<file path="config.mk">
export PLATFORM = sky130hd
export DESIGN_NAME = joystick_channel_calibrator_flat
export DESIGN_NICKNAME = d
export VERILOG_FILES = /design/src/rtl/core/jcc_pkg.sv /design/src/rtl/core/jcc_scan_if.sv /design/src/rtl/core/jcc_result_if.sv /design/src/rtl/core/jcc_lane.sv /design/src/rtl/core/jcc_merge.sv /design/src/rtl/core/joystick_channel_calibrator.sv /design/src/flat_wrapper.sv
export VERILOG_INCLUDE_DIRS = /design/src /design/src/rtl/core
export SDC_FILE = /design/constraint.sdc
export NUM_CORES = 2
export LEC_CHECK = 0
export BUFFER_PORTS_ARGS = -buffer_cell sky130_fd_sc_hd__buf_2
export CAP_MARGIN = 40
export CORE_MARGIN = 1
export CORE_UTILIZATION = 38
export DETAILED_ROUTE_END_ITERATION = 8
export PLACE_DENSITY_LB_ADDON = 0.15
export SLEW_MARGIN = 40
export SYNTH_ARGS = -nofsm -noshare
export SYNTH_HDL_FRONTEND = slang
export SYNTH_HIERARCHICAL = 1
export SYNTH_SLANG_ARGS = --single-unit
</file>
<file path="constraint.sdc">
create_clock -name clk -period 14.9 [get_ports clk]
set_input_delay 1.49 -clock clk [delete_from_list [all_inputs] [get_ports clk]]
set_output_delay 1.49 -clock clk [all_outputs]
set_load 0.1 [all_outputs]
</file>
<file path="src/rtl/core/joystick_channel_calibrator_assert.svh">
// Assertion macros used by the joystick channel calibrator top level.
`ifndef JOYSTICK_CHANNEL_CALIBRATOR_ASSERT_SVH
`define JOYSTICK_CHANNEL_CALIBRATOR_ASSERT_SVH

// Same-cycle implication, disabled during reset.
`define JCC_ASSERT_IMP(lbl, clk, rst, ante, cons, msg) \
  lbl: assert property (@(posedge clk) disable iff (rst) (ante) |-> (cons)) \
    else $error(msg);

// Next-cycle implication, disabled during reset.
`define JCC_ASSERT_NXT(lbl, clk, rst, ante, cons, msg) \
  lbl: assert property (@(posedge clk) disable iff (rst) (ante) |=> (cons)) \
    else $error(msg);

`endif

</file>
<file path="src/rtl/core/jcc_pkg.sv">
// Package with types, constants and codes of the joystick channel calibrator.
`default_nettype none

package jcc_pkg;

  localparam int ADC_W    = 12;
  localparam int CMD_W    = 11;
  localparam int OFFSET_W = 16;
  localparam int COUNT_W  = 8;

  localparam int CMD_MIN     = 1000;
  localparam int CMD_MAX     = 2000;
  localparam int CMD_MID     = 1500;
  localparam int UNLOCK_LVL  = 1800;

  localparam int CAL_SAMPLES_DEFAULT = 50;

  localparam int CFG_ADDR_W = 3;
  localparam int CFG_DATA_W = 32;

  typedef logic [1:0]          req_t;
  typedef logic [ADC_W-1:0]    adc_t;
  typedef logic [CMD_W-1:0]    cmd_t;
  typedef logic [OFFSET_W-1:0] offset_t;
  typedef logic [COUNT_W-1:0]  count_t;

  localparam req_t REQ_SCAN  = 2'd0;
  localparam req_t REQ_LEFT  = 2'd1;
  localparam req_t REQ_RIGHT = 2'd2;

  localparam logic [0:0] REG_APPLY_OFFSETS = 1'b0;

  typedef struct packed {
    logic clear;
    logic accum;
    logic finish;
  } lane_ctrl_t;

endpackage

`default_nettype wire

</file>
<file path="src/rtl/core/jcc_scan_if.sv">
// Channel interface carrying one scan of joystick samples.
`default_nettype none

interface jcc_scan_if;
  import jcc_pkg::*;

  logic valid;
  logic ready;
  req_t req_type;
  adc_t adc_roll;
  adc_t adc_pitch;
  adc_t adc_throttle;
  adc_t adc_yaw;

  modport source (output valid, req_type, adc_roll, adc_pitch, adc_throttle, adc_yaw,
                  input ready);
  modport sink (input valid, req_type, adc_roll, adc_pitch, adc_throttle, adc_yaw,
                output ready);
endinterface

`default_nettype wire

</file>
<file path="src/rtl/core/jcc_result_if.sv">
// Channel interface carrying one set of calibrated control values.
`default_nettype none

interface jcc_result_if;
  import jcc_pkg::*;

  logic valid;
  logic ready;
  cmd_t pitch_cmd;
  cmd_t roll_cmd;
  cmd_t throttle_cmd;
  cmd_t yaw_cmd;
  logic calib_done;
  logic unlock_request;

  modport source (output valid, pitch_cmd, roll_cmd, throttle_cmd, yaw_cmd, calib_done,
                  unlock_request, input ready);
  modport sink (input valid, pitch_cmd, roll_cmd, throttle_cmd, yaw_cmd, calib_done,
                unlock_request, output ready);
endinterface

`default_nettype wire

</file>
<file path="src/rtl/core/jcc_lane.sv">
// One channel lane: scaling, offset, clamp and calibration offset update.
`default_nettype none

module jcc_lane #(
  parameter int CAL_SAMPLES = jcc_pkg::CAL_SAMPLES_DEFAULT,
  parameter bit INVERT      = 1'b0
) (
  input  logic                clk,
  input  logic                rst,
  input  logic                en,
  input  logic                apply,
  input  jcc_pkg::adc_t       sample,
  input  jcc_pkg::lane_ctrl_t ctrl,
  output jcc_pkg::cmd_t       value
);
  import jcc_pkg::*;

  localparam int DivShift = OFFSET_W + $clog2(CAL_SAMPLES);
  localparam int DivMulW  = OFFSET_W + 2;
  localparam int ProdW    = OFFSET_W + DivMulW;
  localparam logic [DivMulW-1:0] DivMul =
    DivMulW'(((64'd1 << DivShift) + 64'(CAL_SAMPLES) - 64'd1) / 64'(CAL_SAMPLES));
  localparam logic signed [OFFSET_W+1:0] TotMin = (OFFSET_W+2)'(CMD_MIN);
  localparam logic signed [OFFSET_W+1:0] TotMax = (OFFSET_W+2)'(CMD_MAX);

  logic [ADC_W-3:0]            scaled;
  logic [ADC_W-1:0]            base;
  logic signed [OFFSET_W+1:0]  total;
  offset_t                     offset;
  offset_t                     offset_next;
  offset_t                     acc;
  offset_t                     mag;
  offset_t                     quot;
  offset_t                     divided;
  logic [ProdW-1:0]            prod;

  always_comb begin
    scaled = sample[ADC_W-1:2];
    if (INVERT) begin
      base = ADC_W'(CMD_MAX) - {2'b00, scaled};
    end else begin
      base = ADC_W'(CMD_MIN) + {2'b00, scaled};
    end
    total = $signed({{(OFFSET_W+2-ADC_W){1'b0}}, base});
    if (apply) begin
      total = total + $signed({{2{offset[OFFSET_W-1]}}, offset});
    end
    if (total < TotMin) begin
      value = CMD_W'(CMD_MIN);
    end else if (total > TotMax) begin
      value = CMD_W'(CMD_MAX);
    end else begin
      value = total[CMD_W-1:0];
    end
  end

  always_comb begin
    acc     = offset + (OFFSET_W'(CMD_MID) - {{(OFFSET_W-CMD_W){1'b0}}, value});
    mag     = acc[OFFSET_W-1] ? (OFFSET_W'(0) - acc) : acc;
    prod    = ProdW'(mag) * ProdW'(DivMul);
    quot    = OFFSET_W'(prod >> DivShift);
    divided = acc[OFFSET_W-1] ? (OFFSET_W'(0) - quot) : quot;
    offset_next = offset;
    if (en && ctrl.clear) begin
      offset_next = '0;
    end else if (en && ctrl.accum) begin
      offset_next = ctrl.finish ? divided : acc;
    end
  end

  always_ff @(posedge clk) begin
    if (rst) begin
      offset <= '0;
    end else begin
      offset <= offset_next;
    end
  end

endmodule

`default_nettype wire

</file>
<file path="src/rtl/core/jcc_merge.sv">
// Merge stage: calibration counters, per-pair lane control, done and unlock flags.
`default_nettype none

module jcc_merge #(
  parameter int CAL_SAMPLES = jcc_pkg::CAL_SAMPLES_DEFAULT
) (
  input  logic                clk,
  input  logic                rst,
  input  logic                en,
  input  jcc_pkg::req_t       req,
  input  jcc_pkg::cmd_t       pitch,
  input  jcc_pkg::cmd_t       throttle,
  output jcc_pkg::lane_ctrl_t left_ctrl,
  output jcc_pkg::lane_ctrl_t right_ctrl,
  output logic                done,
  output logic                unlock
);
  import jcc_pkg::*;

  localparam count_t CalTarget = COUNT_W'(CAL_SAMPLES);

  count_t left_count;
  count_t left_count_next;
  count_t right_count;
  count_t right_count_next;
  count_t left_inc;
  count_t right_inc;
  logic   left_hit;
  logic   right_hit;

  always_comb begin
    left_hit  = (req == REQ_LEFT);
    right_hit = (req == REQ_RIGHT);
    left_inc  = left_count + COUNT_W'(1);
    right_inc = right_count + COUNT_W'(1);

    left_ctrl.clear   = left_hit && (left_count == '0);
    left_ctrl.accum   = left_hit && (left_count != '0);
    left_ctrl.finish  = (left_inc == CalTarget);
    right_ctrl.clear  = right_hit && (right_count == '0);
    right_ctrl.accum  = right_hit && (right_count != '0);
    right_ctrl.finish = (right_inc == CalTarget);

    done   = (left_hit && left_ctrl.finish) || (right_hit && right_ctrl.finish);
    unlock = (pitch > CMD_W'(UNLOCK_LVL)) && (throttle > CMD_W'(UNLOCK_LVL));

    left_count_next  = (en && left_hit) ? left_inc : left_count;
    right_count_next = (en && right_hit) ? right_inc : right_count;
  end

  always_ff @(posedge clk) begin
    if (rst) begin
      left_count  <= '0;
      right_count <= '0;
    end else begin
      left_count  <= left_count_next;
      right_count <= right_count_next;
    end
  end

endmodule

`default_nettype wire

</file>
<file path="src/rtl/core/joystick_channel_calibrator.sv">
// Top level of the joystick channel calibrator: four channel lanes, merge stage and APB port.
`default_nettype none
`include "joystick_channel_calibrator_assert.svh"

// The calibrator takes one scan per clock cycle while its output register is not stalled,
// and presents its result in that register in the cycle after the scan transaction, so
// a new scan is accepted in the same cycle as the previous result is taken. Each of the
// four channel lanes scales, offsets and clamps its sample and updates its stored calibration
// offset as the scan is accepted; the offset update, with its divide-by-constant multiplier,
// is the path that sets the cycle time. The apply_offsets register is at byte address 0 of
// the APB port. The user must write it only while no scan is in flight; nothing enforces it.
module joystick_channel_calibrator #(
  parameter int CAL_SAMPLES = jcc_pkg::CAL_SAMPLES_DEFAULT
) (
  input  logic                           clk,
  input  logic                           rst,
  jcc_scan_if.sink                       scan,
  jcc_result_if.source                   result,
  input  logic                           psel,
  input  logic                           penable,
  input  logic                           pwrite,
  input  logic [jcc_pkg::CFG_ADDR_W-1:0] paddr,
  input  logic [jcc_pkg::CFG_DATA_W-1:0] pwdata,
  output logic [jcc_pkg::CFG_DATA_W-1:0] prdata,
  output logic                           pready
);
  import jcc_pkg::*;

  logic       apply_offsets;
  logic       apply_offsets_next;
  logic       scan_accept;
  logic       reg_sel;
  cmd_t       pitch_val;
  cmd_t       roll_val;
  cmd_t       throttle_val;
  cmd_t       yaw_val;
  lane_ctrl_t left_ctrl;
  lane_ctrl_t right_ctrl;
  logic       done_val;
  logic       unlock_val;
  logic       out_valid;
  logic       out_valid_next;
  logic       out_stall;
  logic       pitch_ok;
  logic       unlock_seen;
  logic       unlock_ok;

  assign pready  = 1'b1;
  assign reg_sel = (paddr[CFG_ADDR_W-1:2] == REG_APPLY_OFFSETS);
  assign prdata  = reg_sel ? {{(CFG_DATA_W-1){1'b0}}, apply_offsets} : '0;

  always_comb begin
    apply_offsets_next = apply_offsets;
    if (psel && penable && pwrite && pready && reg_sel) begin
      apply_offsets_next = pwdata[0];
    end
  end

  assign scan.ready   = !out_valid || result.ready;
  assign scan_accept  = scan.valid && scan.ready;
  assign result.valid = out_valid;

  jcc_lane #(.CAL_SAMPLES(CAL_SAMPLES), .INVERT(1'b0)) u_lane_pitch (
    .clk(clk), .rst(rst), .en(scan_accept), .apply(apply_offsets),
    .sample(scan.adc_pitch), .ctrl(right_ctrl), .value(pitch_val)
  );

  jcc_lane #(.CAL_SAMPLES(CAL_SAMPLES), .INVERT(1'b0)) u_lane_roll (
    .clk(clk), .rst(rst), .en(scan_accept), .apply(apply_offsets),
    .sample(scan.adc_roll), .ctrl(right_ctrl), .value(roll_val)
  );

  jcc_lane #(.CAL_SAMPLES(CAL_SAMPLES), .INVERT(1'b1)) u_lane_throttle (
    .clk(clk), .rst(rst), .en(scan_accept), .apply(apply_offsets),
    .sample(scan.adc_throttle), .ctrl(left_ctrl), .value(throttle_val)
  );

  jcc_lane #(.CAL_SAMPLES(CAL_SAMPLES), .INVERT(1'b1)) u_lane_yaw (
    .clk(clk), .rst(rst), .en(scan_accept), .apply(apply_offsets),
    .sample(scan.adc_yaw), .ctrl(left_ctrl), .value(yaw_val)
  );

  jcc_merge #(.CAL_SAMPLES(CAL_SAMPLES)) u_merge (
    .clk(clk), .rst(rst), .en(scan_accept), .req(scan.req_type),
    .pitch(pitch_val), .throttle(throttle_val),
    .left_ctrl(left_ctrl), .right_ctrl(right_ctrl),
    .done(done_val), .unlock(unlock_val)
  );

  always_comb begin
    out_valid_next = out_valid;
    if (scan_accept) begin
      out_valid_next = 1'b1;
    end else if (result.ready) begin
      out_valid_next = 1'b0;
    end
  end

  always_ff @(posedge clk) begin
    if (rst) begin
      out_valid     <= 1'b0;
      apply_offsets <= 1'b0;
    end else begin
      out_valid     <= out_valid_next;
      apply_offsets <= apply_offsets_next;
    end
  end

  always_ff @(posedge clk) begin
    if (scan_accept) begin
      result.pitch_cmd      <= pitch_val;
      result.roll_cmd       <= roll_val;
      result.throttle_cmd   <= throttle_val;
      result.yaw_cmd        <= yaw_val;
      result.calib_done     <= done_val;
      result.unlock_request <= unlock_val;
    end
  end

  assign out_stall   = out_valid && !result.ready;
  assign pitch_ok    = (result.pitch_cmd >= CMD_W'(CMD_MIN)) &&
                       (result.pitch_cmd <= CMD_W'(CMD_MAX));
  assign unlock_seen = out_valid && result.unlock_request;
  assign unlock_ok   = (result.pitch_cmd > CMD_W'(UNLOCK_LVL)) &&
                       (result.throttle_cmd > CMD_W'(UNLOCK_LVL));

  `JCC_ASSERT_NXT(a_accept_loads, clk, rst, scan_accept, out_valid, "No result after a scan.")
  `JCC_ASSERT_IMP(a_stall_blocks, clk, rst, out_stall, !scan_accept, "Scan taken while stalled.")
  `JCC_ASSERT_IMP(a_pitch_range, clk, rst, out_valid, pitch_ok, "Pitch command out of range.")
  `JCC_ASSERT_IMP(a_unlock_level, clk, rst, unlock_seen, unlock_ok, "Unlock flagged too low.")

endmodule

`default_nettype wire
</file>
<file path="src/flat_wrapper.sv">
// flat-port wrapper written by rule: the top's interface ports become plain ports
module joystick_channel_calibrator_flat import jcc_pkg::*;
#(
  parameter int CAL_SAMPLES = jcc_pkg::CAL_SAMPLES_DEFAULT
)
  (clk, rst, psel, penable, pwrite, paddr, pwdata, prdata, pready, scan_valid, scan_req_type, scan_adc_roll, scan_adc_pitch, scan_adc_throttle, scan_adc_yaw, scan_ready, result_valid, result_pitch_cmd, result_roll_cmd, result_throttle_cmd, result_yaw_cmd, result_calib_done, result_unlock_request, result_ready);
  jcc_scan_if scan_i ();
  jcc_result_if result_i ();
  input  logic clk;
  input  logic rst;
  input  logic psel;
  input  logic penable;
  input  logic pwrite;
  input  logic [jcc_pkg::CFG_ADDR_W-1:0] paddr;
  input  logic [jcc_pkg::CFG_DATA_W-1:0] pwdata;
  output logic [jcc_pkg::CFG_DATA_W-1:0] prdata;
  output logic pready;
  input wire logic [$bits(scan_i.valid)-1:0] scan_valid;
  input wire logic [$bits(scan_i.req_type)-1:0] scan_req_type;
  input wire logic [$bits(scan_i.adc_roll)-1:0] scan_adc_roll;
  input wire logic [$bits(scan_i.adc_pitch)-1:0] scan_adc_pitch;
  input wire logic [$bits(scan_i.adc_throttle)-1:0] scan_adc_throttle;
  input wire logic [$bits(scan_i.adc_yaw)-1:0] scan_adc_yaw;
  output wire logic [$bits(scan_i.ready)-1:0] scan_ready;
  output wire logic [$bits(result_i.valid)-1:0] result_valid;
  output wire logic [$bits(result_i.pitch_cmd)-1:0] result_pitch_cmd;
  output wire logic [$bits(result_i.roll_cmd)-1:0] result_roll_cmd;
  output wire logic [$bits(result_i.throttle_cmd)-1:0] result_throttle_cmd;
  output wire logic [$bits(result_i.yaw_cmd)-1:0] result_yaw_cmd;
  output wire logic [$bits(result_i.calib_done)-1:0] result_calib_done;
  output wire logic [$bits(result_i.unlock_request)-1:0] result_unlock_request;
  input wire logic [$bits(result_i.ready)-1:0] result_ready;
  assign scan_i.valid = scan_valid;
  assign scan_i.req_type = scan_req_type;
  assign scan_i.adc_roll = scan_adc_roll;
  assign scan_i.adc_pitch = scan_adc_pitch;
  assign scan_i.adc_throttle = scan_adc_throttle;
  assign scan_i.adc_yaw = scan_adc_yaw;
  assign scan_ready = scan_i.ready;
  assign result_valid = result_i.valid;
  assign result_pitch_cmd = result_i.pitch_cmd;
  assign result_roll_cmd = result_i.roll_cmd;
  assign result_throttle_cmd = result_i.throttle_cmd;
  assign result_yaw_cmd = result_i.yaw_cmd;
  assign result_calib_done = result_i.calib_done;
  assign result_unlock_request = result_i.unlock_request;
  assign result_i.ready = result_ready;
  joystick_channel_calibrator #(.CAL_SAMPLES(CAL_SAMPLES)) u_core (.clk(clk), .rst(rst), .scan(scan_i), .result(result_i), .psel(psel), .penable(penable), .pwrite(pwrite), .paddr(paddr), .pwdata(pwdata), .prdata(prdata), .pready(pready));
endmodule
</file>
==> reports/metrics.csv <==
metric,value,unit
route.met3.wl,3.473,mm
crit_path_max_fanout,6,
synth.avg_cell_area,8.599,um^2
tightestPinTransition,0.8051,ns
fin_cells,6971,
critPathKind,in -> reg,
via_per_inst,5.079,
chipWidth,322.1,um
hp-class,reg -> reg,
grt_overflow,0,
async_flop_share,0,
fin_skew,0.01757,ns
endpoint_kind,flop,
grt_pass1_vias,35120,
yosys_most_used_dff,dfxtp_1,
setup_tns,0,ns
fin_util,0.4986,
ys_types,156,
cp_num_buf_inv,10,
fmax,0.06905,GHz
drtIter0Drc,1681,
met2_length,53.83,mm
dieHeight,322.1,um
clk_pin_slew,0.06,ns
start_util,0.3827,
vias,35410,
coreArea,101700,um^2
wl_met1,55.92,mm
io_buffer_count,99,
drv_cap,0,
relSlewSlack,0.4633,
min_period,14.48,ns
final_common_cell,buf_4,
yosysWarnings,6,
antenna_found_initial,10,
globalplace.congestion,0.9186,
drt-pass1-iter-count,6,
io_pins,173,
numCtsBuffers,17,
status,finished clean,
htreeDepth,4,
critical_path_arrival,14.87,ns
globalRouteTotalUtil,0.2217,
placed_cells,6891,
hold_buffers,0,
dp_hpwl,100.7,mm
fin_crit_sh,0.9719,
cp-start-kind,input pin,
yosysSeqAreaShare,0.07764,
nets,6750,
crit_required,15.29,ns
drc,0,
grt_pass1_wl,183.8,mm
syn_inst,4528,
setup_viol,0,
wire_per_inst,16.54,um
dr.max_layer_used,met5,
cts_num_sinks,128,
layout_common_cells,"buf_4, inv_1, ha_1",
clock_latency,0.47,ns
wl,115.3,mm
synth_edf_count,46,
slowest_stage,or4_4,
hold_viol,0,
grt_max_degree,42,
area_growth,30.29,%
cts_tree,yes,
slew_violations,0,
max_stage_delay,0.56,ns
ant_nets,0,
ys_ff_latch,128,
fp-row-count,117,
clock_tree.root_cell,clkbuf_16,
drive_gt1_frac,0.2867,
clk_path_buf_depth,2,
die-area,103700,um^2
crit_family,simple AND/OR/NAND/NOR gates,
syn_area,38930,um^2
==> cells by family (layout without fill, tap and decap cells) <==
logic type,count (synthesis),after routing,synth area share
and+or+nand+nor,1088,1088,0.1454
adders and majority gates,1073,1073,0.4219
AOI/OAI and AO/OA,1056,1056,0.1987
buffers and inverters,913,1954,0.09274
xor gates and xnor gates,231,231,0.05306
DFF,128,128,0.07764
muxes,37,37,0.01038
other,2,36,0.0001929
==> worst paths after layout <==
kind / startpoint / to / slack (ns) / cells past startpoint
setup reg to reg: u_core/u_lane_roll/offset[0] / u_core/u_lane_roll/offset[6] / 1.30 / 56
hold / removal: u_core/u_lane_throttle/offset[0] / u_core/u_lane_throttle/offset[0] / 0.49 / 2
hold reg to reg: u_core/u_lane_throttle/offset[0] / u_core/u_lane_throttle/offset[0] / 0.49 / 2
setup / recovery: scan_adc_roll[9] / u_core/u_lane_roll/offset[6] / 0.42 / 59
==> metrics by stage <==
step                      hold slack (ns)  area, um^2  setup WS (ns)
final                              0.4879       50730         0.4183
after global routing               0.5342       50720        -0.1094
after CTS                          0.4939       49100       -0.02273
after detailed placement           0.4835       48240        -0.7504
after global placement             0.4769       48230        -0.6831
after floorplan                    0.4535       39250       -0.05516
==> registers in the layout, indices dropped and copies added (netlist names) <==
register / cells
u_core/u_lane_yaw/offset: 16
u_core/u_merge/right_count: 8
u_core/u_merge/left_count: 8
u_core/result.unlock_request: 1
u_core/u_lane_roll/offset: 16
u_core/u_lane_throttle/offset: 16
u_core/u_lane_pitch/offset: 16
u_core/result.valid: 1
u_core/result.pitch_cmd: 11
u_core/result.yaw_cmd: 11
u_core/apply_offsets: 1
u_core/result.throttle_cmd: 11
u_core/result.calib_done: 1
u_core/result.roll_cmd: 11
==> final cells by class <==
| cell class | instances | area [um^2] |
|---|---|---|
| Fill cell | 9768 | 51010 |
| Multi-Input combinational cell | 3517 | 34120 |
| Timing Repair Buffer | 1120 | 8249 |
| Sequential cell | 128 | 3027 |
| Inverter | 802 | 3010 |
| Tap cell | 1368 | 1712 |
| Clock buffer | 22 | 506.7 |
| Clock inverter | 10 | 93.84 |
| Antenna cell | 4 | 10.01 |
==> synth_stat cells, drive strengths merged (19+ instances only) <==
cell / instances / area share
a2111oi: 19 / 0.0072
a211oi: 45 / 0.010
a21o: 121 / 0.023
a21oi: 272 / 0.036
a31oi: 48 / 0.010
and2: 42 / 0.0070
and3: 47 / 0.0078
buf: 51 / 0.0096
clkbuf: 60 / 0.0058
dfxtp: 82 / 0.042
edfxtp: 46 / 0.035
fa: 400 / 0.21
ha: 672 / 0.22
inv: 800 / 0.077
mux2i: 30 / 0.0084
nand2: 253 / 0.025
nand2b: 36 / 0.0058
nand3: 95 / 0.012
nand4: 40 / 0.0064
nor2: 262 / 0.026
nor2b: 34 / 0.0057
nor3: 83 / 0.011
nor4: 20 / 0.0037
o211ai: 37 / 0.0094
o21a: 52 / 0.010
o21ai: 192 / 0.025
o21bai: 19 / 0.0038
o31ai: 29 / 0.0063
or2: 40 / 0.0065
or3: 44 / 0.0076
or4: 20 / 0.0043
xnor2: 144 / 0.033
xor2: 85 / 0.019
==> worst reg2reg max path, delay by kind of cell, from the launching register on <==
kind | cells | cell delay (ns)
multiplexers | 1 | 0.24
AO/OA/AOI/OAI | 17 | 3.48
buffers and inverters | 8 | 0.98
AND/OR/NAND/NOR | 19 | 4.14
adder cells (fa/ha/maj) | 11 | 4.27
flip-flops | 1 | 0.38
==> timing repair <==
item                       4_1_cts  5_1_grt
buffers inserted                 4       40
resized for setup               45      277
hold endpoints to repair         0        0
setup endpoints to repair       36       63
pin swaps                       22      195
==> routing by layer <==
layer | GRT usage | vias to the layer above
met5 | 0 | -
met4 | 0.04804 | 6
met3 | 0.01993 | 105
met2 | 0.3704 | 519
met1 | 0.3089 | 17020
li1 | - | 17760
Power is not shown: default switching activity piles up to over one toggle a cycle in this logic, so the estimate is an artifact.
